$ cat src/sv/prfs_pkg.sv
// Package: shared types and constants for the piece range to file segment mapper.
`timescale 1ns / 1ps
package prfs_pkg;
  localparam int MaxFiles = 64;
  localparam int IdxW = $clog2(MaxFiles);
  localparam int FcW = 7;
  localparam int LenW = 48;
  localparam int PsW = 25;
  localparam int PcW = 21;
  localparam int PnW = 20;
  localparam int OffW = 24;
  localparam int CfgW = 48;
  localparam int QDepth = 2;

  localparam logic [1:0] CfgPieceSize = 2'd0;
  localparam logic [1:0] CfgPieceCount = 2'd1;
  localparam logic [1:0] CfgTotalSize = 2'd2;
  localparam logic [1:0] CfgFileCount = 2'd3;

  typedef enum logic [2:0] {
    StOk = 3'd0, StBadPiece = 3'd1, StTooLong = 3'd2,
    StBadOffset = 3'd3, StBeyond = 3'd4, StPastLast = 3'd5
  } status_t;

  typedef struct packed {
    logic [LenW-1:0] pos;
    logic [PsW-1:0] len;
    status_t status;
  } job_t;

  typedef enum logic [2:0] {
    FIdle, FMul, FLast, FCheck, FPush
  } fstate_t;

  typedef enum logic [1:0] {
    BIdle, BRead, BSeek, BEmit
  } bstate_t;
endpackage

$ cat src/sv/prfs_front.sv
// Front end: checks a map request against piece geometry and forms a job.
`timescale 1ns / 1ps
module prfs_front import prfs_pkg::*; (
  input  logic clk,
  input  logic rst_n,
  input  logic take,
  input  logic [PnW-1:0] piece_number,
  input  logic [OffW-1:0] offset_in_piece,
  input  logic [PsW-1:0] request_length,
  input  logic [PsW-1:0] piece_size,
  input  logic [PcW-1:0] piece_count,
  input  logic [LenW-1:0] total_size,
  input  logic q_full,
  output logic push,
  output job_t job,
  output logic busy
);
  fstate_t state_r, state_nxt;
  logic [PnW-1:0] pn_r;
  logic [OffW-1:0] off_r;
  logic [PsW-1:0] len_r;
  logic [LenW-1:0] base_r, lbase_r;
  logic [PsW-1:0] pbytes_r;
  logic [PsW-1:0] pbytes_nxt;
  logic [LenW-1:0] pos_w, rem_w;
  status_t st_w;

  always_ff @(posedge clk) begin
    if (!rst_n) begin
      state_r <= FIdle;
    end else begin
      state_r <= state_nxt;
    end
    if (take) begin
      pn_r <= piece_number;
      off_r <= offset_in_piece;
      len_r <= request_length;
    end
    if (state_r == FMul) begin
      base_r <= LenW'(pn_r * piece_size);
      lbase_r <= LenW'((piece_count - PcW'(1)) * piece_size);
    end
    if (state_r == FLast) begin
      pbytes_r <= pbytes_nxt;
    end
  end

  always_comb begin
    rem_w = total_size - lbase_r;
    pbytes_nxt = piece_size;
    if (PcW'(pn_r) + PcW'(1) == piece_count) begin
      if (total_size <= lbase_r) begin
        pbytes_nxt = '0;
      end else if (rem_w < LenW'(piece_size)) begin
        pbytes_nxt = PsW'(rem_w);
      end
    end
    pos_w = base_r + LenW'(off_r);
    priority if (PcW'(pn_r) >= piece_count) begin
      st_w = StBadPiece;
    end else if (len_r > pbytes_r) begin
      st_w = StTooLong;
    end else if (PsW'(off_r) >= pbytes_r) begin
      st_w = StBadOffset;
    end else if (pos_w >= total_size) begin
      st_w = StBeyond;
    end else begin
      st_w = StOk;
    end
  end

  always_ff @(posedge clk) begin
    if (state_r == FCheck) begin
      job.pos <= pos_w;
      job.len <= len_r;
      job.status <= st_w;
    end
  end

  always_comb begin
    state_nxt = state_r;
    push = 1'b0;
    busy = (state_r != FIdle);
    unique case (state_r)
      FIdle: if (take) state_nxt = FMul;
      FMul: state_nxt = FLast;
      FLast: state_nxt = FCheck;
      FCheck: state_nxt = FPush;
      FPush: begin
        if (!q_full) begin
          push = 1'b1;
          state_nxt = FIdle;
        end
      end
      default: state_nxt = FIdle;
    endcase
  end
endmodule

$ cat config.mk
export PLATFORM = sky130hd
export DESIGN_NAME = prfs_front
export DESIGN_NICKNAME = d
export VERILOG_FILES = /design/src/sv/prfs_pkg.sv /design/src/sv/prfs_front.sv
export SDC_FILE = /design/constraint.sdc
export NUM_CORES = 2
export LEC_CHECK = 0
export BUFFER_PORTS_ARGS = -buffer_cell sky130_fd_sc_hd__buf_4
export CORE_ASPECT_RATIO = 2
export CORE_MARGIN = 2
export CORE_UTILIZATION = 69
export DETAILED_ROUTE_END_ITERATION = 8
export PLACE_DENSITY_LB_ADDON = 0.08
export SYNTH_ARGS = -nofsm -noshare
export SYNTH_HDL_FRONTEND = slang
export SYNTH_SLANG_ARGS = --single-unit
$ cat constraint.sdc
create_clock -name clk -period 19.6 [get_ports clk]
set_clock_uncertainty 0.05 [all_clocks]
set_input_delay 0 -clock clk [delete_from_list [all_inputs] [get_ports clk]]
set_output_delay 0 -clock clk [all_outputs]
set_load 0.005 [all_outputs]
==> results.yml <==
clock_tree:
  cts_made_buffers: 26
  clk_latency_ns: 0.64
  clkTransAtPathRegs_ns: 0.07
  htreeDepth: 1
  cts_max_path_buffers: 3
  post_cts_buffers: 0
  clockRootBuffer: "clkbuf_16"
  cts_tree: "yes"
  clkSinkCount: 264
routing:
  route.detailed.drc: 0
  dr_total_vias: 43000
  wl_met2_mm: 84.2
  drt-initial-drc-count: 3585
  wl_mm: 179
  met1_length_mm: 51.4
  drtAntennaViolNets: 0
  dr.pass1.iters: 8
  routed.top_layer: "met5"
  wl_per_cell_um: 26.8
  route.met3.wl_mm: 19.1
  vias_per_cell: 6.43
setup_path:
  crit_slowest_cell: "xnor2_1"
  crit_top_cell: "fa_1"
  path_class: "primary input to register"
  crit_path_start_kind: "primary input"
  crit_path_end_kind: "register"
  crit_required_ns: 19.89
  critPathMaxFanout: 15
  max_stage_delay_ns: 1.03
  arrival_ns: 10.59
sta:
  grt_setup_unrepaired: "no"
  worst_pin_slew_ns: 1.41
  fmax_mhz: 97.1
  relSlewSlack: 0.0534
  fin_tns_setup_ns: 0
  timing.final.max_slew_violations: 0
  worst_hold_slack_ns: 0.00400
  timing.final.crit_period_ns: 10.30
  finalHoldViolations: 0
  setup_viol: 0
  fin_crit_sh: 0.526
  final.setup.worst_slack_ns: 9.30
job:
  cap_viol_max_count: 0
place:
  dpl.hpwl_mm: 138
  port-buffer-count: 242
  pre_cts_ws_ns: 9.46
  place_congestion: 1.02
die:
  row_count: 141
  io_pins: 245
  die_h_um: 390
  start_util: 0.696
  core-area_sq_um: 73900
  die_area_sq_um: 76900
  chipWidth_um: 197
global_route:
  track_usage: 0.483
  antenna_found_initial: 16
  grt_pass1_vias: 46500
  grt_max_degree: 71
  grt_pass1_wl_mm: 269
  grt_overflow_total: 0
synth:
  synth_cell_types: 90
  synth_area_sq_um: 51500
  syn_avg_cell_area_sq_um: 9.23
  synthCells: 5576
  synth_edf_count: 261
  ys_ff_latch: 264
  ys_seq_area_frac: 0.153
  ys.flop_type: "edfxtp_1"
  yosys_warnings: 0
  async_flop_share: 0
run_status:
  status: "finished clean"
finish:
  fillCellCount: 5321
  nets: 7320
  syn_to_final_growth_pct: 8.26
  drive_above_1_share: 0.0678
worst_hold_path:
  hold_path.class: "primary input to register"
==> path summary, 6_finish.rpt <==
| check | cells past startpoint | from | slack [ns] | endpoint |
|---|---|---|---|---|
| worst max register to register | 23 | pn_r[6] | 10.17 | base_r[42] |
| worst max-delay path | 29 | piece_count[0] | 9.30 | lbase_r[41] |
| worst min register to register | 0 | len_r[0] | 0.41 | job[3] |
| worst min-delay path | 1 | take | 0.004 | off_r[23] |
==> sequential cells by signal, summed over array words and instances, names as in the netlist <==
register and flops:
lbase_r 48, job 74, state_r 3, pbytes_r 25, pn_r 20, off_r 24
base_r 45, len_r 25
==> layer usage <==
layer  vias to the layer above  track usage
met4                         8        0.510
li1                      17900            -
met2                      2914        0.796
met1                     20900        0.461
met3                      1291        0.139
met5                         -      0.00325
==> synthesized netlist by cell type, types with 21 or more instances <==
library cell  number  share of area
fa_1             870           0.34
clkbuf_1         209          0.015
nand4_1           59         0.0072
nand3_1           80         0.0078
a211oi_1          24         0.0035
o21a_1            36         0.0053
inv_1           1099          0.080
nor2b_1           41         0.0050
xor2_1            61          0.010
and2_1           222          0.027
a21o_1           119          0.017
ha_1             561           0.14
xnor2_1          139          0.024
nand2b_1          54         0.0066
edfxtp_1         261           0.15
nand2_1          818          0.060
nor3_1            31         0.0030
o21ai_1           21         0.0020
o21ai_0          108          0.011
o21bai_1          23         0.0034
a21oi_1          162          0.016
nor2_1           240          0.018
==> final cells by class <==
cell class	instances	area (sq um)	share of cell area
Tap cell	929	1160	0.0209
Timing Repair Buffer	372	2990	0.0536
Clock buffer	30	666	0.0120
Inverter	1101	4130	0.0742
Sequential cell	264	7900	0.142
Clock inverter	17	213	0.00382
Antenna cell	17	42.5	0.000764
Multi-Input combinational cell	3957	38600	0.693
==> cell usage in the layout, fill, tap and decap left out, types with 124 or more instances in the layout <==
cell type,netlist,layout
buf_4,6,295
inv_1,1099,1099
ha_1,561,561
edfxtp_1,261,261
nor2_1,240,240
fa_1,870,870
a21oi_1,162,162
and2_1,222,222
xnor2_1,139,124
nand2_1,818,818
==> kinds of logic after synthesis <==
kind of cell / count (synthesis) / synth area share
simple gates: 1651 / 0.149
fa+ha+maj: 1431 / 0.475
buf+inv: 1356 / 0.100
compound gates: 665 / 0.0861
flops: 264 / 0.153
xor+xnor: 200 / 0.0340
mux: 8 / 0.00163
other cells: 1 / 0.0000729
==> critical path, delay by kind of cell <==
kind	cells	cell delay, ns
adders and majority gates	9	4.19
and+or+nand+nor	6	1.91
AOI/OAI and AO/OA	6	1.85
buffers and inverters	6	1.49
xor gates and xnor gates	2	1.12
==> repair_timing <==
item | CTS | global route
hold buffers | 77 | 0
endpoints found under the hold margin | 78 | 0
gates resized for setup | 0 | 0
==> through the flow <==
step | instance area, sq um | utilization | instances
after CTS | 55600 | 0.753 | 6670
after floorplan | 51500 | - | 5577
final | 55700 | 0.754 | 6687
after global placement | 54000 | 0.731 | 6546
after detailed placement | 54000 | 0.731 | 6546
after global routing | 55700 | 0.753 | 6675
Power is not shown: default switching activity piles up to over one toggle a cycle in this logic, so the estimate is an artifact.
