`src/sv/prfs_pkg.sv`:
```
// Package: shared types and constants for the piece range to file segment mapper.
`timescale 1ns / 1ps
package prfs_pkg;
  localparam int MaxFiles = 64;
  localparam int IdxW = $clog2(MaxFiles);
  localparam int FcW = 7;
  localparam int LenW = 48;
  localparam int PsW = 25;
  localparam int PcW = 21;
  localparam int PnW = 20;
  localparam int OffW = 24;
  localparam int CfgW = 48;
  localparam int QDepth = 2;

  localparam logic [1:0] CfgPieceSize = 2'd0;
  localparam logic [1:0] CfgPieceCount = 2'd1;
  localparam logic [1:0] CfgTotalSize = 2'd2;
  localparam logic [1:0] CfgFileCount = 2'd3;

  typedef enum logic [2:0] {
    StOk = 3'd0, StBadPiece = 3'd1, StTooLong = 3'd2,
    StBadOffset = 3'd3, StBeyond = 3'd4, StPastLast = 3'd5
  } status_t;

  typedef struct packed {
    logic [LenW-1:0] pos;
    logic [PsW-1:0] len;
    status_t status;
  } job_t;

  typedef enum logic [2:0] {
    FIdle, FMul, FLast, FCheck, FPush
  } fstate_t;

  typedef enum logic [1:0] {
    BIdle, BRead, BSeek, BEmit
  } bstate_t;
endpackage

```
`src/sv/prfs_back.sv`:
```
// Back end: walks the file length table and emits segments.
`timescale 1ns / 1ps
module prfs_back import prfs_pkg::*; (
  input  logic clk,
  input  logic rst_n,
  input  logic q_empty,
  input  job_t q_head,
  output logic q_pop,
  input  logic [FcW-1:0] file_count,
  output logic [IdxW-1:0] rd_addr,
  input  logic [LenW-1:0] rd_data,
  output logic busy,
  output logic out_valid,
  output logic [IdxW-1:0] out_file_number,
  output logic [LenW-1:0] out_file_position,
  output logic [PsW-1:0] out_byte_count,
  output logic out_last,
  output logic [2:0] out_status
);
  bstate_t state_r, state_nxt;
  logic [IdxW:0] i_r, i_nxt;
  logic [LenW-1:0] pos_r, pos_nxt;
  logic [PsW-1:0] len_r, len_nxt;
  logic emit_r, emit_nxt;
  logic [IdxW:0] fc;
  logic [LenW-1:0] room, cnt48;
  logic [PsW-1:0] cnt;
  logic ov_nxt, ol_nxt;
  logic [IdxW-1:0] ofn_nxt;
  logic [LenW-1:0] opos_nxt;
  logic [PsW-1:0] ocnt_nxt;
  status_t ost_nxt;

  assign fc = (file_count > FcW'(MaxFiles)) ? (IdxW+1)'(MaxFiles) : (IdxW+1)'(file_count);
  assign rd_addr = i_r[IdxW-1:0];
  assign busy = (state_r != BIdle);
  assign room = rd_data - pos_r;
  assign cnt48 = (LenW'(len_r) < room) ? LenW'(len_r) : room;
  assign cnt = PsW'(cnt48);

  always_ff @(posedge clk) begin
    if (!rst_n) begin
      state_r <= BIdle;
      out_valid <= 1'b0;
    end else begin
      state_r <= state_nxt;
      out_valid <= ov_nxt;
    end
    i_r <= i_nxt;
    pos_r <= pos_nxt;
    len_r <= len_nxt;
    emit_r <= emit_nxt;
    out_file_number <= ofn_nxt;
    out_file_position <= opos_nxt;
    out_byte_count <= ocnt_nxt;
    out_last <= ol_nxt;
    out_status <= ost_nxt;
  end

  always_comb begin
    state_nxt = state_r;
    i_nxt = i_r;
    pos_nxt = pos_r;
    len_nxt = len_r;
    emit_nxt = emit_r;
    q_pop = 1'b0;
    ov_nxt = 1'b0;
    ol_nxt = 1'b1;
    ofn_nxt = '0;
    opos_nxt = '0;
    ocnt_nxt = '0;
    ost_nxt = StOk;
    unique case (state_r)
      BIdle: begin
        if (!q_empty) begin
          q_pop = 1'b1;
          i_nxt = '0;
          pos_nxt = q_head.pos;
          len_nxt = q_head.len;
          emit_nxt = 1'b0;
          if (q_head.status != StOk) begin
            ov_nxt = 1'b1;
            ost_nxt = q_head.status;
          end else if (fc == '0) begin
            ov_nxt = 1'b1;
            ost_nxt = StPastLast;
          end else begin
            state_nxt = BRead;
          end
        end
      end
      BRead: state_nxt = emit_r ? BEmit : BSeek;
      BSeek: begin
        if (rd_data <= pos_r) begin
          pos_nxt = pos_r - rd_data;
          i_nxt = i_r + 1'b1;
          if (i_r + 1'b1 >= fc) begin
            ov_nxt = 1'b1;
            ost_nxt = StPastLast;
            state_nxt = BIdle;
          end else begin
            state_nxt = BRead;
          end
        end else if (len_r == '0) begin
          ov_nxt = 1'b1;
          ofn_nxt = i_r[IdxW-1:0];
          opos_nxt = pos_r;
          state_nxt = BIdle;
        end else begin
          state_nxt = BEmit;
        end
      end
      BEmit: begin
        ov_nxt = 1'b1;
        ofn_nxt = i_r[IdxW-1:0];
        opos_nxt = pos_r;
        ocnt_nxt = cnt;
        len_nxt = len_r - cnt;
        if (len_r == cnt) begin
          state_nxt = BIdle;
        end else if (i_r + 1'b1 >= fc) begin
          ost_nxt = StPastLast;
          state_nxt = BIdle;
        end else begin
          ol_nxt = 1'b0;
          i_nxt = i_r + 1'b1;
          pos_nxt = '0;
          emit_nxt = 1'b1;
          state_nxt = BRead;
        end
      end
      default: state_nxt = BIdle;
    endcase
  end
endmodule

```
`config.mk`:
```
export PLATFORM = sky130hd
export DESIGN_NAME = prfs_back
export DESIGN_NICKNAME = d
export VERILOG_FILES = /design/src/sv/prfs_pkg.sv /design/src/sv/prfs_back.sv
export SDC_FILE = /design/constraint.sdc
export NUM_CORES = 1
export LEC_CHECK = 0
export BUFFER_PORTS_ARGS = -buffer_cell sky130_fd_sc_hd__buf_4
export CORE_UTILIZATION = 53
export DETAILED_ROUTE_END_ITERATION = 12
export PLACE_DENSITY = 0.82
export SLEW_MARGIN = 30
export SYNTH_ARGS = -nofsm -noshare
export SYNTH_HDL_FRONTEND = slang
export SYNTH_SLANG_ARGS = --single-unit
```
`constraint.sdc`:
```
create_clock -name clk -period 15.6 [get_ports clk]
set_clock_uncertainty 0.05 [all_clocks]
set_input_delay 0.78 -clock clk [delete_from_list [all_inputs] [get_ports clk]]
set_output_delay 0.78 -clock clk [all_outputs]
set_load 0.005 [all_outputs]
```
==> summary.md <==
Sorting the synthesized cells by area gives the leading types as edfxtp_1 16%, ha_1 12%, dfxtp_1 12%. Of all nets on the critical path, the largest fanout is 58. In this run the mean area of a mapped cell was 8.03 µm².

Once detail routing completed, the nets flagged for antenna violations numbered 0. From bottom edge to top edge, the die measures 169 µm. TritonCTS built the clock tree. In this run, synthesis produced a sequential element count of 167. The dominant register cell in the synthesized netlist was dfxtp_1. The most common cell after layout, fill and taps aside is buf_4. The tools report the number of endpoints with negative hold slack in the final report as 0. Dividing the detail-routed wire length by the instance count gives 22.1 µm.

The number of global-route vias before repair came out at 14600. The standard cell with the maximum stage delay on the critical path is buf_4. The path with the worst hold slack has its endpoint at out_file_position[47]. VDD sags by at most 0.0984 mV.

The tools report the number of inserted filler cells in the final layout as 2401. For the initial core utilization, the log shows 54.4%. The share of synthesized area occupied by flip-flops and latches is 28.1%. The H-tree was split into 4 levels. The tool flagged a number of max-cap violations equal to 0. In this run the count of I/O pins placed on the die edge is 226. In this run the critical register-to-register path is captured at len_r[23].

STA classifies the critical path endpoint as a register. The post-route fraction of the period consumed by the critical path was 57.2%; the total count of max-transition violations in the final report was 0. The violation count after the first detailed-routing iteration came out at 1393. The number of nets handed over by synthesis was 2118. In the final design database the tool counted 2275 nets. Static timing analysis puts the maximum clock frequency at 112 MHz. The count of buffers added on input and output ports is 225.

Setup repair after global routing left no endpoint under its margin. The floorplan step set the die width to 169 µm. The path class of the tightest hold or removal check is register to register.

The HPWL after detailed placement is 42000 µm. In the detailed route, the total length drawn on met2 is 25400 µm. In the routed design, unresolved DRC markers number 0. The net switching power of the design is 0.727 mW, and the post-CTS setup repair buffer count is 0.

At the worst endpoint, the required time is 15.72 ns. The root buffer cell chosen for the clock tree is clkbuf_16. The beginning of the worst register-to-register path is pos_r[6]. Logic depth of the worst register-to-register path: 38.

The number of antenna violations at the first check in global routing was 2. The tools report the footprint of the flip-flops and latches as 4150 µm². The cell count after synthesis came out at 1840.

Of all cell types, the one taking the most synthesized area is edfxtp_1. The post-route netlist has 14.8% of its cells at a drive strength greater than 1. Tracing the worst setup path back leads to its startpoint at rd_data[6]. The design draws 1.74 mW. The tools report the total number of yosys warnings as 0.

The CTS clock-pin slew for the worst setup and hold paths is 0.07 ns. Dividing total power by cell area gives a power density of 101 nW/µm². The detail-routed via count per cell works out to 6.24. In this run the static leakage power is 7.68 nW. For the number of clock sinks, the log shows 167. The number of hold buffers added after CTS was 0. The number of enable flip-flop cells after synthesis works out to 81.

The run finished with clean final reports. The logs give 0.957 for the global placer's final weighted congestion and 0 for the quantity of gates resized following cts. For this run, the total global-route usage over all layers was measured as 36.9%. Net switching is 41.8% of the power.

The run gives 0 ns as the sum of negative setup slack. The run gives 27200 µm² as the core footprint. The mapped cell area is 14800 µm². Counting along the longest clock path gives a buffer depth of 2. The top cell types in the final layout, fill and taps aside, are 231 x buf_4, 180 x a21oi_1, 154 x nor2_1. Setup violations remaining at the end of the flow were counted as 0.

Row generation in the floorplan step produced 60 rows. For the pin with the worst max-slew slack, the measured transition is 0.940 ns. The routed layout has 14900 vias. The logs give 21700 µm for the wire length the detailed router placed on met1 and 1.01 mW for the internal power summed over all cells. Counting stages on the worst path, the most repeated cell is nor2_1. The count of cell types in the netlist is 84, and the met3 wirelength from detailed routing is 3540 µm. The leftover overflow at the end of global routing is 0.

Summed over all layers, the routed wires come to 52600 µm. Counting instances, the worst hold path has a depth of 2. The worst setup path is of the primary input to register kind. At the worst endpoint, the arrival time is 9.05 ns.

The largest single stage delay on the critical path is 0.47 ns. Summing all multi-input logic gate instances after layout gives 9690 µm². For the fraction of power consumed by the clock network, the log shows 24.7%. For this run, asynchronously set or reset flops after synthesis account for 0%. The worst path in the final design needs a cycle of 8.92 ns, including I/O delays and setup. Entering global routing, the biggest net connects 74 pins.

For the combinational power share, the log shows 45.3%. Signal routing reaches up to met5. Compared with the post-synthesis result, the final layout area differs by 16.2%.

STA classifies the critical path startpoint as a primary input. The number of detailed-routing iterations run before antenna repair is 7. The share of total power dissipated in sequential elements is 30.0%. The logs give 28500 µm² for the total die area and 17 for the number of clock buffers inserted by TritonCTS. The tools report the slack of the worst reg-to-reg path as 6.74 ns. The critical hold path startpoint was pos_r[47]. In this run the tightest slew margin relative to its limit is 36.6%. The source-to-sink clock delay at the later pin of the worst-skew pair came out at 0.45 ns. Area fraction of the dominant cell type after synthesis: 16.5%. For the wire length of the first global-routing pass, the log shows 80600 µm.
[metrics by stage]
stage	worst slack [ns]	utilization (%)	cells	instance area (µm²)	hold WS [ns]
5_1_grt	6.02	63.2	2383	17200	0.511
6_report	6.68	63.2	2383	17200	0.502
4_1_cts	6.84	63.2	2382	17200	0.500
2_1_floorplan	7.24	-	1840	14800	0.448
3_3_place_gp	6.66	60.9	2349	16600	0.459
3_5_place_dp	6.36	61.1	2350	16600	0.502
[sequential cells by signal, indices dropped and copies added, names as in the netlist]
name,cells
state_r,2
pos_r,48
len_r,25
i_r,7
out_status,3
out_byte_count,25
out_file_number,6
out_last,1
out_valid,1
emit_r,1
out_file_position,48
[cell usage after synthesis (17+ instances only)]
| cell type | instances |
|---|---|
| a21o_1 | 70 |
| and2_1 | 27 |
| ha_1 | 141 |
| nor2_1 | 155 |
| xor2_1 | 38 |
| buf_2 | 28 |
| o21bai_1 | 21 |
| nand3_1 | 29 |
| dfxtp_1 | 86 |
| clkbuf_1 | 50 |
| nand4_1 | 44 |
| a21oi_1 | 181 |
| o21ai_0 | 105 |
| o21ai_1 | 17 |
| xnor2_1 | 59 |
| nand2_1 | 140 |
| nor3_1 | 79 |
| nand2b_1 | 17 |
| inv_1 | 139 |
| edfxtp_1 | 81 |
| nor2b_1 | 19 |
| a22o_1 | 40 |
[worst max-delay path by stage]
stage	cells past startpoint	endpoint
finish	40	len_r[23]
global route	40	len_r[23]
CTS	40	len_r[23]
detailed placement	40	len_r[23]
global placement	40	len_r[23]
floorplan	40	len_r[23]
[critical path, delay by kind of cell]
kind                     cells  cell delay, ns
AO/OA/AOI/OAI               18            4.01
AND/OR/NAND/NOR             13            1.72
adder cells (fa/ha/maj)      4            1.41
buffers and inverters        3            0.60
XOR/XNOR                     2            0.46
[routing by layer]
layer,vias to the layer above,global-route usage [%]
met3,117,6.17
met2,653,64.1
met1,7093,45.0
met5,-,0
met4,2,15.4
li1,7014,-
[logic make-up (layout without fill, tap and decap cells)]
family / Yosys count / after routing / share of synthesized area [%]
xor+xnor: 97 / 97 / 5.75
compound gates: 602 / 602 / 27.1
simple gates: 582 / 582 / 19.2
flops: 167 / 167 / 28.1
fa+ha+maj: 150 / 150 / 12.8
mux: 9 / 9 / 0.627
other cells: 0 / 1 / 0
buf+inv: 233 / 403 / 6.52
[cell type report]
cell class	count	area share, %
antenna	1	0.0146
clock buffer	18	2.50
clock inverter	14	0.809
inverter	139	3.04
multi-input combinational	1440	56.5
sequential	167	24.2
tap	372	2.71
timing repair buffer	232	10.3
[power by group through the flow]
| stage | logic, mW | clock network, mW | registers (mW) |
|---|---|---|---|
| after floorplan | 0.548 | 0 | 0.519 |
| after global placement | 0.755 | 0 | 0.528 |
| after detailed placement | 0.764 | 0 | 0.529 |
| after CTS | 0.770 | 0.433 | 0.520 |
| after global routing | 0.856 | 0.447 | 0.523 |
| final | 0.787 | 0.430 | 0.521 |
Note: power is estimated with default switching activity, not from simulation.
