## config.mk

```make
export PLATFORM = sky130hd
export DESIGN_NAME = prfs_queue
export DESIGN_NICKNAME = d
export VERILOG_FILES = /design/src/sv/prfs_pkg.sv /design/src/sv/prfs_queue.sv
export SDC_FILE = /design/constraint.sdc
export NUM_CORES = 1
export LEC_CHECK = 0
export BUFFER_PORTS_ARGS = -buffer_cell sky130_fd_sc_hd__buf_2
export CAP_MARGIN = 20
export CORE_ASPECT_RATIO = 1.2
export CORE_UTILIZATION = 54
export CTS_BUF_LIST = sky130_fd_sc_hd__clkbuf_4
export DETAILED_ROUTE_END_ITERATION = 6
export GPL_TIMING_DRIVEN = 0
export MAX_ROUTING_LAYER = met4
export PLACE_DENSITY_LB_ADDON = 0.15
export SYNTH_ARGS = -nofsm -noshare
export SYNTH_HDL_FRONTEND = slang
export SYNTH_SLANG_ARGS = --single-unit
```

## constraint.sdc

```tcl
create_clock -name clk -period 6.2 [get_ports clk]
set_input_delay 1.86 -clock clk [delete_from_list [all_inputs] [get_ports clk]]
set_output_delay 1.86 -clock clk [all_outputs]
set_load 0.02 [all_outputs]
```

## src/sv/prfs_pkg.sv

```systemverilog
// Package: shared types and constants for the piece range to file segment mapper.
`timescale 1ns / 1ps
package prfs_pkg;
  localparam int MaxFiles = 64;
  localparam int IdxW = $clog2(MaxFiles);
  localparam int FcW = 7;
  localparam int LenW = 48;
  localparam int PsW = 25;
  localparam int PcW = 21;
  localparam int PnW = 20;
  localparam int OffW = 24;
  localparam int CfgW = 48;
  localparam int QDepth = 2;

  localparam logic [1:0] CfgPieceSize = 2'd0;
  localparam logic [1:0] CfgPieceCount = 2'd1;
  localparam logic [1:0] CfgTotalSize = 2'd2;
  localparam logic [1:0] CfgFileCount = 2'd3;

  typedef enum logic [2:0] {
    StOk = 3'd0, StBadPiece = 3'd1, StTooLong = 3'd2,
    StBadOffset = 3'd3, StBeyond = 3'd4, StPastLast = 3'd5
  } status_t;

  typedef struct packed {
    logic [LenW-1:0] pos;
    logic [PsW-1:0] len;
    status_t status;
  } job_t;

  typedef enum logic [2:0] {
    FIdle, FMul, FLast, FCheck, FPush
  } fstate_t;

  typedef enum logic [1:0] {
    BIdle, BRead, BSeek, BEmit
  } bstate_t;
endpackage

```

## src/sv/prfs_queue.sv

```systemverilog
// Small job queue between front and back end.
`timescale 1ns / 1ps
module prfs_queue import prfs_pkg::*; (
  input  logic clk,
  input  logic rst_n,
  input  logic push,
  input  job_t push_job,
  input  logic pop,
  output job_t head,
  output logic full,
  output logic empty
);
  job_t slot_r [QDepth];
  logic wp_r, rp_r;
  logic [1:0] cnt_r;

  always_ff @(posedge clk) begin
    if (!rst_n) begin
      wp_r <= 1'b0;
      rp_r <= 1'b0;
      cnt_r <= '0;
    end else begin
      if (push) wp_r <= ~wp_r;
      if (pop) rp_r <= ~rp_r;
      cnt_r <= cnt_r + 2'(push) - 2'(pop);
    end
    if (push) slot_r[wp_r] <= push_job;
  end
  assign head = slot_r[rp_r];
  assign full = (cnt_r == 2'(QDepth));
  assign empty = (cnt_r == '0);
endmodule

```

==> impl_metrics.yaml, run 1 <==
routing:
  drt_iter0_drc: 103
  vias_per_cell: 5.01
  drc: 0
  wire_per_inst_um: 16.5
  detail-route-antenna-nets: 0
  drtPass1Iterations: 4
  vias: 2896
  route.final.wire_length_um: 9550
worst_setup_path:
  required_ns: 4.34
  cp_slowest_cell: "dfxtp_1"
  slowest_delay_ns: 0.39
  critPathKind: "reg -> out"
  crit_fanout: 10
  worstSetupEndpointType: "output pin"
  reg2reg_depth: 2
  crit_chain: "buf_4, buf_6, mux2_4, buf_2"
  worst_setup_path_start_kind: "register"
  worstPathArrival_ns: 1.82
die:
  die_h_um: 116
  core_um2: 10500
  row_count: 41
  dieArea_um2: 11300
  ios: 158
  initial_core_util_pct: 55.8
  die_x_um: 97.1
clock_tree:
  cts_tree: "built"
  cts-root-buf: "clkbuf_4"
  postCtsSetupRepairBufs: 0
  cts_resized: 0
  clock_latency_ns: 0.51
  cts_buffer_depth: 2
  cts_hold_buffers: 0
  cts_sinks: 157
  clk_pin_slew_worst_paths_ns: 0.12
  cts_made_buffers: 17
  h-tree-depth: 4
synth:
  avgSynthCellArea_um2: 22.8
  synth-seq-area-share_pct: 79.6
  syn_area_um2: 5860
  ys_top_cells_by_area: "edfxtp_1 (78%), mux2_4 (10%), mux2_2 (6.9%)"
  ys_top_cells_by_count: "edfxtp_1 (152), mux2_4 (40), mux2_2 (36), dfxtp_1 (5)"
  async_flop_share_pct: 0
  synth_nets: 339
  synth_cell_types: 15
  synth_top_area_share_pct: 77.8
  synth_flop_cell: "edfxtp_1"
  yosysWarnings: 0
  yosysMostFrequentCell: "edfxtp_1"
  syn_inst: 257
  synth-edff-count: 152
  synth_top_area_cell: "edfxtp_1"
  synth_seq_cells: 157
cells_and_area:
  area_delta_synth_final_pct: 22.5
  diodes: 0
  n_fill_cell: 719
  design_area_um2: 7180
  drive_above_1_share_pct: 61.5
  final_cells: 578
  final_nets: 518
placed_design:
  placed_cell_area_um2: 6880
  dp.cells: 546
  numPortBuffers: 157
  hpwl_um: 6520
  globalplace.congestion: 0.642
sta:
  max_slew_margin_pct: 63.8
  timing.hold.ws_ns: 0.615
  drv_slew: 0
  period_share_pct: 59.3
  hold_viol_final: 0
  clock_skew_ns: 0.0103
  min_period_ns: 3.68
  setup-violations-final: 0
  tightest_slew_ns: 0.542
  rsz0062_at_grt: "false"
  max_freq_ghz: 0.272
min_path:
  hp-class: "reg -> reg"
  min_path_cells: 2
global_route:
  grt_usage_pct: 17.7
  grt-ovfl-total: 0
  grt_max_degree: 40
  grt_pass1_vias: 2952
  grt_pass1_wl_um: 14300
  antenna_found_initial: 0
pwr:
  peakVddDrop_mv: 0.201
  p_per_area_nw_per_um2: 303
  p_leak_nw: 2.81
status:
  status: "finished clean"
flow_run:
  cap_violations: 0
[where the power goes]
group | leakage, nW | switching (W) | internal, W | total (W)
combinational | 1.20 | 0.000170 | 0.000143 | 0.000313
sequential | 1.47 | 0.0000151 | 0.00122 | 0.00124
clock | 0.149 | 0.000344 | 0.000278 | 0.000622
[worst max-delay path: cells and delay by family, from the launching register on]
kind,cells,cell delay (ns)
buffers and inverters,3,0.61
DFF,1,0.39
muxes,1,0.31
[per-stage QoR]
stage / TNS [ns] / worst slack (ns) / total power, W / utilization [%]
6_report: 0 / 2.52 / 0.00217 / 68.3
5_1_grt: 0 / 2.37 / 0.00226 / 68.3
4_1_cts: 0 / 2.44 / 0.00220 / 68.3
3_5_place_dp: 0 / 3.00 / 0.00158 / 65.4
3_3_place_gp: -116.62 / -1.52 / 0.00157 / 64.8
2_1_floorplan: 0 / 0.461 / 0.00147 / -
[sequential cells by signal, summed over array words and instances (netlist names), named ones only]
name,count
wp_r,1
cnt_r,2
slot_r,152
rp_r,1
[cells in the final DEF, fill, tap and decap left out]
cell,Yosys,layout
xor2_1,1,1
clkinv_2,0,2
bufinv_16,0,3
inv_1,2,2
nor2_1,1,1
clkbuf_4,0,17
nor2b_4,0,1
clkinv_4,0,3
and2_1,4,3
buf_4,1,1
buf_6,4,4
edfxtp_1,152,152
clkinv_1,0,2
and2_4,0,1
o21a_1,1,1
buf_12,0,3
xnor3_1,1,1
ha_1,2,2
inv_6,0,1
clkinvlp_4,0,4
dfxtp_1,5,5
nor2b_1,4,3
mux2_4,40,40
mux2_2,36,36
buf_2,3,160
[final cells by class]
| cell class | instances | area (um2) | share of cell area (%) |
|---|---|---|---|
| clock buffers | 17 | 128 | 1.78 |
| inverters | 2 | 7.51 | 0.105 |
| well taps | 129 | 161 | 2.25 |
| multi-input cells | 90 | 1130 | 15.8 |
| plain buffers | 8 | 67.6 | 0.941 |
| flip-flops and latches | 157 | 4660 | 65.0 |
| repair buffers | 160 | 846 | 11.8 |
| clock inverters | 15 | 173 | 2.40 |
[per-layer routing]
| metal | vias to the layer above | track usage, % | wire length (um) | share of wire, % |
|---|---|---|---|---|
| li1 | 1377 | - | - | - |
| met1 | 1403 | 20.0 | 3820 | 40 |
| met2 | 107 | 30.2 | 5070 | 53 |
| met3 | 9 | 4.91 | 562 | 5.9 |
| met4 | 0 | 7.16 | 91 | 0.95 |
| met5 | - | - | 0 | 0 |
[kinds of logic after synthesis]
kind of cell,count (synthesis),synth area share [%]
compound gates,1,0.128
xor+xnor,2,0.534
fa+ha+maj,2,0.427
buf+inv,10,1.28
mux,76,17.2
flops,157,79.6
simple gates,9,0.917
[path summary, 6_finish.rpt]
kind                            slack (ns)     start            end
worst max-delay path                  2.52  register       head[50]
worst min-delay path                  0.61      rp_r           rp_r
worst max register to register        4.62      wp_r  slot_r[1][57]
worst min register to register        0.61      rp_r           rp_r
Power figures use the tool's default switching activity.
==> run 2: changes to the inputs <==
--- a/config.mk
+++ b/config.mk
@@ -5,10 +5,11 @@
 export SDC_FILE = /design/constraint.sdc
 export NUM_CORES = 1
 export LEC_CHECK = 0
+export ABC_AREA = 1
 export BUFFER_PORTS_ARGS = -buffer_cell sky130_fd_sc_hd__buf_2
 export CAP_MARGIN = 20
 export CORE_ASPECT_RATIO = 1.2
-export CORE_UTILIZATION = 54
+export CORE_UTILIZATION = 49
 export CTS_BUF_LIST = sky130_fd_sc_hd__clkbuf_4
 export DETAILED_ROUTE_END_ITERATION = 6
 export GPL_TIMING_DRIVEN = 0
==> constraint.sdc (replaced) <==
create_clock -name clk -period 2.96 [get_ports clk]
set_input_delay 0.888 -clock clk [delete_from_list [all_inputs] [get_ports clk]]
set_output_delay 0.888 -clock clk [all_outputs]
set_load 0.02 [all_outputs]
==> run 2 against run 1 <==
Compared with the run above: global-route usage fell by 1.2 points; sequential share of layout area shrank 0.71 points; worst setup slack lost 2.3 ns; die area is 10% higher; synthesized cell count increased by 4.7%; cell area up 1.1%.
==> impl_metrics.yaml, run 2 <==
sta:
  rsz0062_at_grt: "false"
  timing.hold.ws_ns: 0.533
  period_share_pct: 92.1
  tightest_slew_ns: 0.543
  drv_slew: 0
  min_period_ns: 2.73
  max_slew_margin_pct: 63.7
  setup-violations-final: 0
  hold_viol_final: 0
  max_freq_ghz: 0.367
  clock_skew_ns: 0.0177
  tns_ns: 0
  timing.final.ws_setup_ns: 0.234
flow_run:
  cap_violations: 0
clock_tree:
  postCtsSetupRepairBufs: 0
  cts_hold_buffers: 0
  cts_tree: "built"
  cts-root-buf: "clkbuf_4"
  clk_pin_slew_worst_paths_ns: 0.11
  h-tree-depth: 4
  clock_latency_ns: 0.52
  cts_buffer_depth: 2
  cts_sinks: 157
  cts_made_buffers: 17
  cts_resized: 0
placed_design:
  globalplace.congestion: 0.656
  hpwl_um: 6440
  place_ws_ns: 0.666
  numPortBuffers: 157
synth:
  async_flop_share_pct: 0
  synth_nets: 351
  ys_top_cells_by_area: "edfxtp_1 (78%), mux2_4 (10%), mux2_2 (6.9%)"
  synth-seq-area-share_pct: 79.6
  avgSynthCellArea_um2: 21.8
  synth_top_area_share_pct: 77.8
  syn_inst: 269
  synth_top_area_cell: "edfxtp_1"
  syn_area_um2: 5860
  synth_seq_cells: 157
  synth_flop_cell: "edfxtp_1"
  ys_top_cells_by_count: "edfxtp_1 (152), mux2_4 (40), mux2_2 (36), nor2_1 (9), nand2_1 (8)"
  synth_cell_types: 13
  yosysMostFrequentCell: "edfxtp_1"
  synth-edff-count: 152
  yosysWarnings: 0
cells_and_area:
  diodes: 0
  largest_register_ffs: 152
  layout_common_cells: "buf_2 (160), edfxtp_1 (152), mux2_4 (40)"
  final_nets: 531
  drive_above_1_share_pct: 60.2
  regMostFlops: "slot_r"
  final_common_cell: "buf_2"
  top_regs: "slot_r (152), cnt_r (2)"
  area_delta_synth_final_pct: 23.8
  n_fill_cell: 944
die:
  dieArea_um2: 12400
  row_count: 43
  die_h_um: 122
  ios: 158
  initial_core_util_pct: 50.5
  core_um2: 11600
  die_x_um: 102
routing:
  route.final.wire_length_um: 9420
  wire_per_inst_um: 15.2
  drt_iter0_drc: 89
  drc: 0
  drtPass1Iterations: 4
  vias: 2985
  detail-route-antenna-nets: 0
  vias_per_cell: 4.82
min_path:
  hp-class: "reg -> reg"
  hp-start: "rp_r"
  min_path_cells: 2
  min_to: "rp_r"
worst_setup_path:
  critPathKind: "reg -> out"
  r2r_setup_slack_ns: 1.38
  crit_chain: "buf_4, buf_6, mux2_4, buf_2"
  slowest_delay_ns: 0.40
  worstSetupEndpointType: "output pin"
  r2r_end: "slot_r[0][62]"
  r2r_start: "wp_r"
  worstPathArrival_ns: 1.84
  crit_fanout: 10
  worst_setup_path_start_kind: "register"
  cp_slowest_cell: "dfxtp_1"
  reg2reg_depth: 3
  required_ns: 2.07
global_route:
  grt-ovfl-total: 0
  grt_max_degree: 56
  antenna_found_initial: 0
  grt_usage_pct: 16.5
  grt_pass1_vias: 3064
  grt_pass1_wl_um: 14200
pwr:
  p_leak_nw: 2.86
  peakVddDrop_mv: 0.325
  p_per_area_nw_per_um2: 617
status:
  status: "finished clean"
==> run 2: changes by cell type in the layout (fill, tap and decap cells not counted), sizes merged <==
cell | previous run | this run
a21oi | 0 | 1
nor2 | 1 | 9
inv | 3 | 7
o21a | 1 | 0
xor2 | 1 | 0
xnor3 | 1 | 0
clkbuf | 17 | 21
and2 | 4 | 0
nand3 | 0 | 1
nand2 | 0 | 8
nor2b | 4 | 0
buf | 168 | 169
clkinv | 7 | 5
clkinvlp | 4 | 3
==> run 2: kinds of logic after synthesis <==
kind of cell             Yosys count  synth area share [%]
buffers and inverters             15                  1.60
adder cells (fa/ha/maj)            2                 0.427
AND/OR/NAND/NOR                   18                  1.17
flip-flops                       157                  79.6
multiplexers                      76                  17.2
AO/OA/AOI/OAI                      1                0.0853
==> run 2: per-layer routing <==
| metal | global-route usage (%) | wire (um) | vias to the layer above |
|---|---|---|---|
| li1 | - | - | 1411 |
| met5 | - | 0 | - |
| met3 | 6.48 | 676 | 7 |
| met2 | 28.9 | 5130 | 98 |
| met1 | 16.3 | 3500 | 1469 |
| met4 | 6.34 | 114 | 0 |
==> run 2: area by class of cell <==
type	count	area (um2)	area share [%]
Tap cell	157	196	2.71
Timing Repair Buffer	161	888	12.2
Inverter	7	28.8	0.396
Clock inverter	11	144	1.98
Buffer	8	67.6	0.931
Multi-Input combinational cell	97	1110	15.3
Clock buffer	21	158	2.17
Sequential cell	157	4660	64.3
==> run 2: worst max-delay path by stage <==
stage                  start            end  slack [ns]  cells past startpoint
floorplan               push   slot_r[1][0]         0.1                      2
global placement        push  slot_r[1][66]       -0.89                      3
detailed placement      push  slot_r[0][71]        0.67                      5
CTS                 register       head[56]        0.15                      4
global route        register       head[43]        0.08                      4
finish              register       head[56]        0.23                      4
==> run 2: where the power goes <==
group          internal (W)  switching (W)  total [W]
Clock              0.000620       0.000681    0.00130
Combinational      0.000261       0.000324   0.000585
Sequential          0.00257      0.0000295    0.00260
Total               0.00345        0.00103    0.00448
==> run 2: worst max-delay path, delay by kind of cell, from the launching register on <==
family                 cells  cell delay, ns
buffers and inverters      3            0.61
flip-flops                 1            0.40
multiplexers               1            0.32
==> run 2: stage by stage <==
stage	total power (W)	instances	instance area, um2	utilization, %
finish	0.00448	619	7260	62.5
global route	0.00467	619	7260	62.5
CTS	0.00454	619	7260	62.5
detailed placement	0.00324	587	6960	59.9
global placement	0.00321	583	6850	59.0
floorplan	0.00302	269	5870	-
