File: src/sv/prfs_ram.sv
// Generic RAM with one write port and one registered read port.
`timescale 1ns / 1ps
module prfs_ram #(
  parameter int Width = 8,
  parameter int Depth = 16
) (
  input  logic clk,
  input  logic we,
  input  logic [$clog2(Depth)-1:0] waddr,
  input  logic [Width-1:0] wdata,
  input  logic [$clog2(Depth)-1:0] raddr,
  output logic [Width-1:0] rdata
);
  logic [Width-1:0] mem [Depth];
  always_ff @(posedge clk) begin
    if (we) begin
      mem[waddr] <= wdata;
    end
    rdata <= mem[raddr];
  end
endmodule

File: config.mk
export PLATFORM = sky130hd
export DESIGN_NAME = prfs_ram
export DESIGN_NICKNAME = d
export VERILOG_FILES = /design/src/sv/prfs_ram.sv
export SDC_FILE = /design/constraint.sdc
export NUM_CORES = 1
export LEC_CHECK = 0
export BUFFER_PORTS_ARGS = -buffer_cell sky130_fd_sc_hd__buf_2
export CAP_MARGIN = 20
export CORE_ASPECT_RATIO = 0.75
export CORE_MARGIN = 1
export CORE_UTILIZATION = 40
export CTS_BUF_LIST = sky130_fd_sc_hd__clkbuf_4
export DETAILED_ROUTE_END_ITERATION = 10
export GPL_TIMING_DRIVEN = 0
export PLACE_DENSITY = 0.62
export SKIP_CTS_REPAIR_TIMING = 1
export SLEW_MARGIN = 20
export SYNTH_ARGS = -nofsm -noshare
export SYNTH_HDL_FRONTEND = slang
export SYNTH_SLANG_ARGS = --single-unit
export TNS_END_PERCENT = 10
File: constraint.sdc
create_clock -name clk -period 1.7 [get_ports clk]
set_input_delay 0.085 -clock clk [delete_from_list [all_inputs] [get_ports clk]]
set_output_delay 0.085 -clock clk [all_outputs]
set_load 0.1 [all_outputs]
==> results_dict.tcl, run 1 <==
set metrics [dict create \
    mostFrequentLayoutCell "sky130_fd_sc_hd__edfxtp_1" \
    synth.avg_cell_area_um2 22.5 \
    setup_viol 0 \
    cts_max_path_buffers 2 \
    synth_cell_types 19 \
    timing_hold_violations_final 0 \
    die_y_um 100 \
    cp_slowest_cell "sky130_fd_sc_hd__buf_2" \
    drt_pass1_iterations 4 \
    clock-root-buffer "sky130_fd_sc_hd__clkbuf_4" \
    fmax_mhz 721 \
    yosys_warn_count 0 \
    synthToLayoutAreaGrowth_pct 13.1 \
    cp-start-kind "flop" \
    synth-seq-area-share_pct 77.8 \
    antennaDiodeCount 0 \
    final_critical_path_required_period_ps 1390 \
    postPlaceCellArea_um2 5500 \
    hold_class "input pin to flop" \
    clk-insertion-delay-late_ps 550 \
    grt_pass1_wl_mm 15.1 \
    vdd.ir_drop.worst_v 0.000589 \
    max_slew_margin_pct 41.8 \
    wirelength_per_cell_um 22.3 \
    dp_hpwl_mm 6.55 \
    finalWeightedCongestion 0.720 \
    path_max_fanout 1 \
    synth_top_cells_by_area "sky130_fd_sc_hd__edfxtp_1 (75%), sky130_fd_sc_hd__mux4_2 (7.9%), sky130_fd_sc_hd__mux4_1 (7.1%)" \
    core-area_um2 12400 \
    path_delay_family "buffers and inverters" \
    tritoncts.num_buffers 17 \
    most_frequent_cells_in_the_layout "sky130_fd_sc_hd__edfxtp_1 (128), sky130_fd_sc_hd__buf_2 (27), sky130_fd_sc_hd__clkbuf_4 (25)" \
    die_area_um2 13300 \
    synth.net_count 247 \
    design_power_total_w 0.00621 \
    maximum_number_of_pins_on_one_net_before_global_route_repair 17 \
    cts.htree.levels 4 \
    worst_clock_skew_ps 11.6 \
    timing.critical_path.to_type "output port" \
    netlist.top_cell.by_area "sky130_fd_sc_hd__edfxtp_1" \
    finalCoreUtilization_pct 47.0 \
    fraction_of_layout_instances_using_a_drive_strength_above_1_pct 29.4 \
    globalRouteTotalUtil_pct 16.8 \
    die_width_um 133 \
    leakage_nw 1.92 \
    initial_utilization_pct 41.5 \
    period_share_pct 81.5 \
    max_cap_violations 0 \
    status "complete, no violations" \
    globalRouteOverflowTotal 0 \
    worstPathCellList "buf_2" \
    report.final.slew_viol_count 0 \
    worst-path-buf-inv 1 \
    grt_setup_unrepaired "false" \
    cp.required_ps 1620 \
    syn_inst 229 \
    clk_pin_slew_worst_paths_ps 100 \
    drt.antenna.violating_nets 0 \
    wirelength_mm 10.2 \
    worst-slew-pin-transition_ps 870 \
    cp_class "flop to output port" \
    grt_antenna_before_repair 0 \
    cts_tree "yes" \
    drt_drc_violations_left 0 \
    via_per_inst 5.26 \
    violation_count_after_the_first_detailed_routing_iteration 292 \
    slowest_cell_delay_on_critical_path_ps 430 \
    port_buffers 24 \
    floorplan.rows 35 \
    syn-cell-area_um2 5150 \
    num_io_pins 26 \
    synth_top_area_share_pct 74.7 \
    critical_path_arrival_ps 1300 \
    finalInstanceArea_um2 5820 \
    vias 2415 \
    first_global_vias 2329 \
    yosys_register_bits 136 \
    power.density_nw_per_um2 1070 \
    clock_sinks 136 \
    design.final.nets 298 \
]
flip-flops by register name, summed over array words and instances, names as in the netlist:
| register | count |
|---|---|
| rdata | 8 |
| mem | 128 |
where the power goes:
group	total (W)	internal, W	switching [W]
Clock	0.00191	0.000835	0.00107
Combinational	0.000541	0.000161	0.000379
Sequential	0.00376	0.00374	0.0000169
metrics by stage:
step / setup WS (ps) / setup TNS [ps] / std cells / hold WS [ps]
finish: 314 / 0 / 459 / 27.8
global route: 234 / 0 / 459 / 12.3
CTS: 275 / 0 / 451 / -90.2
detailed placement: -117 / -3350 / 419 / 511
global placement: -509 / -9210 / 419 / 494
floorplan: 122 / 0 / 229 / 184
cell type report:
class	count	area [um^2]
plain buffers	10	86.3
clock buffers	25	188
clock inverters	7	56.3
fillers	1022	6570
multi-input cells	83	1080
flip-flops and latches	136	4000
well taps	166	208
repair buffers	32	200
path summary, 6_finish.rpt:
check | slack (ps) | cells past startpoint | to | startpoint
min | 30 | 4 | rdata[0] | raddr[1]
max | 310 | 1 | rdata[2] | rdata[2]
max reg2reg | 320 | 3 | rdata[1] | mem[15][1]
min reg2reg | 700 | 3 | rdata[5] | mem[8][5]
worst register-to-register path: cells and delay by family, from the launching register on:
kind / cells / cell delay, ps
and+or+nand+nor: 1 / 100
muxes: 1 / 550
AOI/OAI and AO/OA: 1 / 250
DFF: 1 / 370
synthesized netlist by cell type (all sizes together):
library cell	number
nand3	1
edfxtp	128
and2	1
mux4	32
nand3b	2
clkdlybuf4s25	3
nor2	13
dfxtp	8
buf	7
and2b	1
or3b	1
nor2b	1
nand2b	2
a22oi	16
nor3	4
nand2	9
per-layer routing:
| layer | vias up | global-route usage [%] | share of wire [%] |
|---|---|---|---|
| li1 | 1081 | - | - |
| met1 | 1253 | 25.1 | 48 |
| met2 | 64 | 22.6 | 44 |
| met3 | 17 | 5.10 | 6.5 |
| met4 | 0 | 7.69 | 1.8 |
| met5 | - | 0 | 0 |
logic make-up after synthesis:
group | share of synthesized area (%)
flops | 77.8
mux | 15.0
compound gates | 2.33
simple gates | 3.18
buf+inv | 1.68
Note: power is estimated with default switching activity, not from simulation.
==> run 2: changes to the inputs <==
- ABC_AREA: unset -> 1
- clock period: 1.7 -> 1.3 ns (I/O delays scaled with it)
==> run 2 against run 1 <==
  * The run now ends with negative setup slack left
  * Clock skew grew 0.71 ps
  * Design area grew 11%
  * Register-to-register slack lost 100 ps
  * Via count grew 63%
  * Critical endpoint is now rdata[5]
==> results_dict.tcl, run 2 <==
set metrics [dict create \
    wirelength_per_cell_um 17.9 \
    tritoncts.num_buffers 17 \
    core-area_um2 13900 \
    clk_pin_slew_worst_paths_ps 110 \
    wirelength_mm 14.1 \
    report.final.slew_viol_count 0 \
    post-place-ws_ps -349 \
    grt_pass1_wl_mm 21.3 \
    cp.required_ps 1700 \
    globalRouteOverflowTotal 0 \
    via_per_inst 4.98 \
    hold_class "input pin to flop" \
    ff2ff_path_depth 6 \
    drt.antenna.violating_nets 0 \
    hold_slack_ps 36.6 \
    vias 3929 \
    r2r_slack_ps 220 \
    syn_inst 551 \
    finalWeightedCongestion 0.860 \
    dp_hpwl_mm 9.45 \
    yosys_warn_count 0 \
    most_frequent_cells_in_the_layout "sky130_fd_sc_hd__nand2_1 (173), sky130_fd_sc_hd__edfxtp_1 (128), sky130_fd_sc_hd__inv_1 (100)" \
    fin_ws_ps -17.9 \
    critical_path_arrival_ps 1720 \
    grt_antenna_before_repair 0 \
    worst_clock_skew_ps 12.4 \
    reg_top3 "mem: 128 flops, rdata: 8 flops" \
    port_buffers 22 \
    synth.avg_cell_area_um2 10.5 \
    cp_class "input pin to flop" \
    fmax_mhz 759 \
    syn-cell-area_um2 5770 \
    finalInstanceArea_um2 6450 \
    synth-seq-area-share_pct 69.4 \
    fillCellCount 1283 \
    postPlaceCellArea_um2 6100 \
    synth_most_common_cell "sky130_fd_sc_hd__nand2_1" \
    design.final.nets 619 \
    clock-root-buffer "sky130_fd_sc_hd__clkbuf_4" \
    finish.cell_count_without_fillers 789 \
    synth_top_area_share_pct 66.7 \
    share_of_synthesized_cell_area_in_full_adder_half_adder_and_majority_cells_pct 0 \
    leakage_nw 2.80 \
    mostFrequentLayoutCell "sky130_fd_sc_hd__nand2_1" \
    synthMuxAreaShare_pct 0 \
    multi_input_comb_area_um2 1210 \
    vdd.ir_drop.worst_v 0.000661 \
    maximum_number_of_pins_on_one_net_before_global_route_repair 17 \
    combinational_family_with_the_most_area_after_synthesis "simple AND/OR/NAND/NOR gates" \
    final_critical_path_required_period_ps 1320 \
    setup.worst_path.end "rdata[5]" \
    die_area_um2 14900 \
    layout.area.seq_um2 4000 \
    power.density_nw_per_um2 1290 \
    initial_utilization_pct 41.5 \
    synth-edff-count 128 \
    first_global_vias 3675 \
    clk-insertion-delay-late_ps 520 \
    num_io_pins 26 \
    reg2reg_from "mem[2][5]" \
    status "complete, but fails checks" \
    die_y_um 106 \
    ys_async_sr_fraction_pct 0 \
    yosys_register_bits 136 \
    synth-simple-area-share_pct 21.0 \
    floorplan.rows 37 \
    fraction_of_layout_instances_using_a_drive_strength_above_1_pct 12.4 \
    top_register "mem" \
    cts_tree "yes" \
    clock_sinks 136 \
    max_cap_violations 0 \
    synth_cell_types 12 \
    synth.top_cells.by_count "sky130_fd_sc_hd__nand2_1 (173), sky130_fd_sc_hd__edfxtp_1 (128), sky130_fd_sc_hd__inv_1 (100)" \
    synth.net_count 569 \
    timing.critical_path.to_type "flop" \
    worst-slew-pin-transition_ps 946 \
    antennaDiodeCount 0 \
    synthesized_area_fraction_occupied_by_ao_oa_aoi_and_oai_cells_pct 0 \
    globalRouteTotalUtil_pct 20.4 \
    cts_max_path_buffers 2 \
    path_max_fanout 10 \
    synth_top_cells_by_area "sky130_fd_sc_hd__edfxtp_1 (67%), sky130_fd_sc_hd__nand2_1 (11%), sky130_fd_sc_hd__nand3_1 (8.4%)" \
    xor_xnor_cell_area_share_of_the_yosys_netlist_pct 0 \
    synth-main-ff-cell "sky130_fd_sc_hd__edfxtp_1" \
    drt_pass1_iterations 5 \
    synthToLayoutAreaGrowth_pct 11.8 \
    design_power_total_w 0.00830 \
    cts.htree.levels 4 \
    max_slew_margin_pct 36.7 \
    place.detailed.instances 748 \
    worst_hold_path_cell_count 3 \
    period_share_pct 101 \
    setup_viol 2 \
    largest_register_ff_count 128 \
    cp-start-kind "input pin" \
    drt_drc_violations_left 0 \
    violation_count_after_the_first_detailed_routing_iteration 425 \
    r2r-end "rdata[5]" \
    die_width_um 141 \
    netlist.top_cell.by_area "sky130_fd_sc_hd__edfxtp_1" \
    worst_setup_path_startpoint "raddr[2]" \
    timing_hold_violations_final 0 \
    failed_checks "negative setup slack" \
]
run 2: stage by stage:
stage	setup TNS (ps)	util, %
floorplan	0	-
global placement	-14660	43.9
detailed placement	-19870	43.9
CTS	-474	45.6
global route	-5.78	46.4
finish	-21.1	46.4
run 2: worst min path at each step:
stage	from	endpoint	slack, ps
2_1_floorplan	wdata[0]	mem[0][0]	160
3_3_place_gp	wdata[2]	mem[8][2]	480
3_5_place_dp	wdata[2]	mem[8][2]	490
4_1_cts	wdata[2]	mem[11][2]	-90
5_1_grt	raddr[3]	rdata[6]	2
6_report	raddr[3]	rdata[6]	40
run 2: worst max-delay path, cell delays in order:
cell	delay [ps]
sky130_fd_sc_hd__dlygate4sd3_1	530
sky130_fd_sc_hd__buf_2	170
sky130_fd_sc_hd__inv_1	280
sky130_fd_sc_hd__buf_4	260
sky130_fd_sc_hd__nand3_1	170
sky130_fd_sc_hd__nand3_1	130
sky130_fd_sc_hd__nand2_1	100
run 2: cell type report:
| type | instances | area share, % |
|---|---|---|
| timing repair buffer | 31 | 3.41 |
| tap | 175 | 3.39 |
| clock inverter | 7 | 0.873 |
| multi-input combinational | 289 | 18.8 |
| sequential | 136 | 62.1 |
| inverter | 102 | 5.94 |
| clock buffer | 25 | 2.91 |
| buffer | 24 | 2.58 |
run 2: logic make-up (layout without fill, tap and decap cells):
kind of cell,after synthesis,after routing
simple gates,289,289
buf+inv,126,189
flops,136,136
run 2: power by group:
| part | internal, W | total (W) | switching (W) |
|---|---|---|---|
| Combinational | 0.000220 | 0.000888 | 0.000668 |
| Sequential | 0.00489 | 0.00492 | 0.0000246 |
| Clock | 0.00109 | 0.00249 | 0.00140 |
| Total | 0.00621 | 0.00830 | 0.00209 |
run 2: layer usage:
metal / global-route usage (%) / vias up / routed length [um]
met5: 0 / - / 0
met4: 7.53 / 0 / 288
met3: 5.14 / 24 / 1190
met2: 29.0 / 174 / 5990
met1: 29.9 / 1858 / 6670
li1: - / 1873 / -
==> run 3: changes to the inputs <==
- CORE_MARGIN: 1 -> 10
==> run 3 against run 2 <==
  * The run now ends clean
  * Non-clock buffer count is 2 higher
  * Wire length is 3.7% higher
  * Worst hold slack worse by 31 ps
  * Sequential share of layout area shrank 0.84 points
  * Global-route usage shrank 5.0 points
  * Core utilization up 0.48 points
  * Combinational power up 1%
  * Critical path type is now flop to output port
  * Largest cell class unchanged
==> results_dict.tcl, run 3 (same netlist as run 2, synthesis figures left out) <==
set metrics [dict create \
    status "complete, no violations" \
    place.detailed.instances 768 \
    finish.cell_count_without_fillers 811 \
    most_frequent_cells_in_the_layout "sky130_fd_sc_hd__nand2_1 (173), sky130_fd_sc_hd__edfxtp_1 (128), sky130_fd_sc_hd__inv_1 (100)" \
    hold_class "input pin to flop" \
    fraction_of_layout_instances_using_a_drive_strength_above_1_pct 12.5 \
    r2r-end "rdata[3]" \
    path_max_fanout 1 \
    fmax_mhz 793 \
    maximum_number_of_pins_on_one_net_before_global_route_repair 17 \
    globalRouteTotalUtil_pct 15.4 \
    leakage_nw 2.82 \
    wirelength_per_cell_um 18.1 \
    die_area_um2 19700 \
    setup_viol 0 \
    path_delay_family "flip-flops" \
    core-area_um2 13900 \
    cp-start-kind "flop" \
    cts_max_path_buffers 2 \
    drt_pass1_iterations 5 \
    max_cap_violations 0 \
    grt_pass1_wl_mm 21.9 \
    finalInstanceArea_um2 6540 \
    die_y_um 124 \
    cp_slowest_cell "sky130_fd_sc_hd__dfxtp_1" \
    worst_hold_path_cell_count 5 \
    clk-insertion-delay-late_ps 550 \
    globalRouteOverflowTotal 0 \
    worstPathCellList "clkbuf_4" \
    violation_count_after_the_first_detailed_routing_iteration 482 \
    vias 3977 \
    wirelength_mm 14.7 \
    via_per_inst 4.90 \
    timing_hold_violations_final 0 \
    worst-slew-pin-transition_ps 955 \
    design_power_total_w 0.00869 \
    worst-path-buf-inv 1 \
    dp_hpwl_mm 9.83 \
    reg_top3 "mem: 128 flops, rdata: 8 flops" \
    finalWeightedCongestion 0.890 \
    critical_path_arrival_ps 1200 \
    vdd.ir_drop.worst_v 0.000661 \
    largest_register_ff_count 128 \
    postPlaceCellArea_um2 6120 \
    slowest_cell_delay_on_critical_path_ps 330 \
    worstSetupPathDepth 1 \
    r2r_slack_ps 220 \
    first_global_vias 3737 \
    drt_drc_violations_left 0 \
    synthToLayoutAreaGrowth_pct 13.4 \
    clock_sinks 136 \
    period_share_pct 97.0 \
    tritoncts.num_buffers 17 \
    grt_antenna_before_repair 0 \
    cp.required_ps 1240 \
    mostFrequentLayoutCell "sky130_fd_sc_hd__nand2_1" \
    report.final.slew_viol_count 0 \
    cp_class "flop to output port" \
    cts_tree "yes" \
    grt_setup_unrepaired "true" \
    top_register "mem" \
    fillCellCount 1292 \
    antennaDiodeCount 0 \
    clock-root-buffer "sky130_fd_sc_hd__clkbuf_4" \
    drt.antenna.violating_nets 0 \
    worstHoldStart "raddr[1]" \
    floorplan.rows 37 \
    ff2ff_path_depth 6 \
    port_buffers 22 \
    reg2reg_from "mem[0][3]" \
    tns_ps 0 \
    hold_path_end "rdata[1]" \
    max_slew_margin_pct 36.1 \
    hold_slack_ps 5.95 \
    die_width_um 159 \
    power.density_nw_per_um2 1330 \
    cts.htree.levels 4 \
    num_io_pins 26 \
    clk_pin_slew_worst_paths_ps 110 \
    initial_utilization_pct 41.4 \
    final_critical_path_required_period_ps 1260 \
    design.final.nets 621 \
    timing.critical_path.to_type "output port" \
    worst_clock_skew_ps 15.3 \
]
run 3: worst max path at each step:
| stage | startpoint | endpoint | slack [ps] |
|---|---|---|---|
| global placement | waddr[3] | mem[4][5] | -210 |
| finish | rdata[3] | rdata[3] | 40 |
| global route | rdata[3] | rdata[3] | -9 |
| floorplan | waddr[2] | mem[10][0] | 280 |
| CTS | rdata[2] | rdata[2] | -80 |
| detailed placement | waddr[2] | mem[9][3] | -290 |
run 3: through the flow:
stage / setup WS (ps) / util (%)
finish: 38.5 / 46.9
CTS: -82.9 / 46.0
detailed placement: -289 / 43.9
global placement: -207 / 43.9
floorplan: 284 / -
global route: -9.10 / 46.9
run 3: final cells by class:
| cell class | instances | area (um^2) | area share, % |
|---|---|---|---|
| multi-input combinational | 289 | 1210 | 18.6 |
| sequential | 136 | 4000 | 61.2 |
| buffer | 24 | 166 | 2.54 |
| clock inverter | 11 | 130 | 1.99 |
| inverter | 102 | 383 | 5.86 |
| tap | 195 | 244 | 3.73 |
| clock buffer | 21 | 158 | 2.41 |
| timing repair buffer | 33 | 240 | 3.67 |
run 3: tightest hold or removal path, cell delays in order:
cell	delay (ps)
sky130_fd_sc_hd__buf_2	140
sky130_fd_sc_hd__nand3_1	90
sky130_fd_sc_hd__nand3_1	70
sky130_fd_sc_hd__nand3_1	80
sky130_fd_sc_hd__nand2_1	70
run 3: layer usage:
metal | GRT usage [%] | part of all wire, % | up-vias | wire [um]
met1 | 22.0 | 46 | 1907 | 6760
met2 | 22.0 | 42 | 171 | 6230
met5 | 0 | 0 | - | 0
met3 | 4.13 | 9.9 | 20 | 1460
li1 | - | - | 1879 | -
met4 | 5.43 | 1.5 | 0 | 217
run 3: report_power, final:
part	leakage [nW]	total, W	internal (W)	switching (W)
Clock	0.162	0.00287	0.00139	0.00148
Sequential	1.22	0.00492	0.00489	0.0000240
Combinational	1.44	0.000897	0.000226	0.000671
Total	2.82	0.00869	0.00651	0.00218
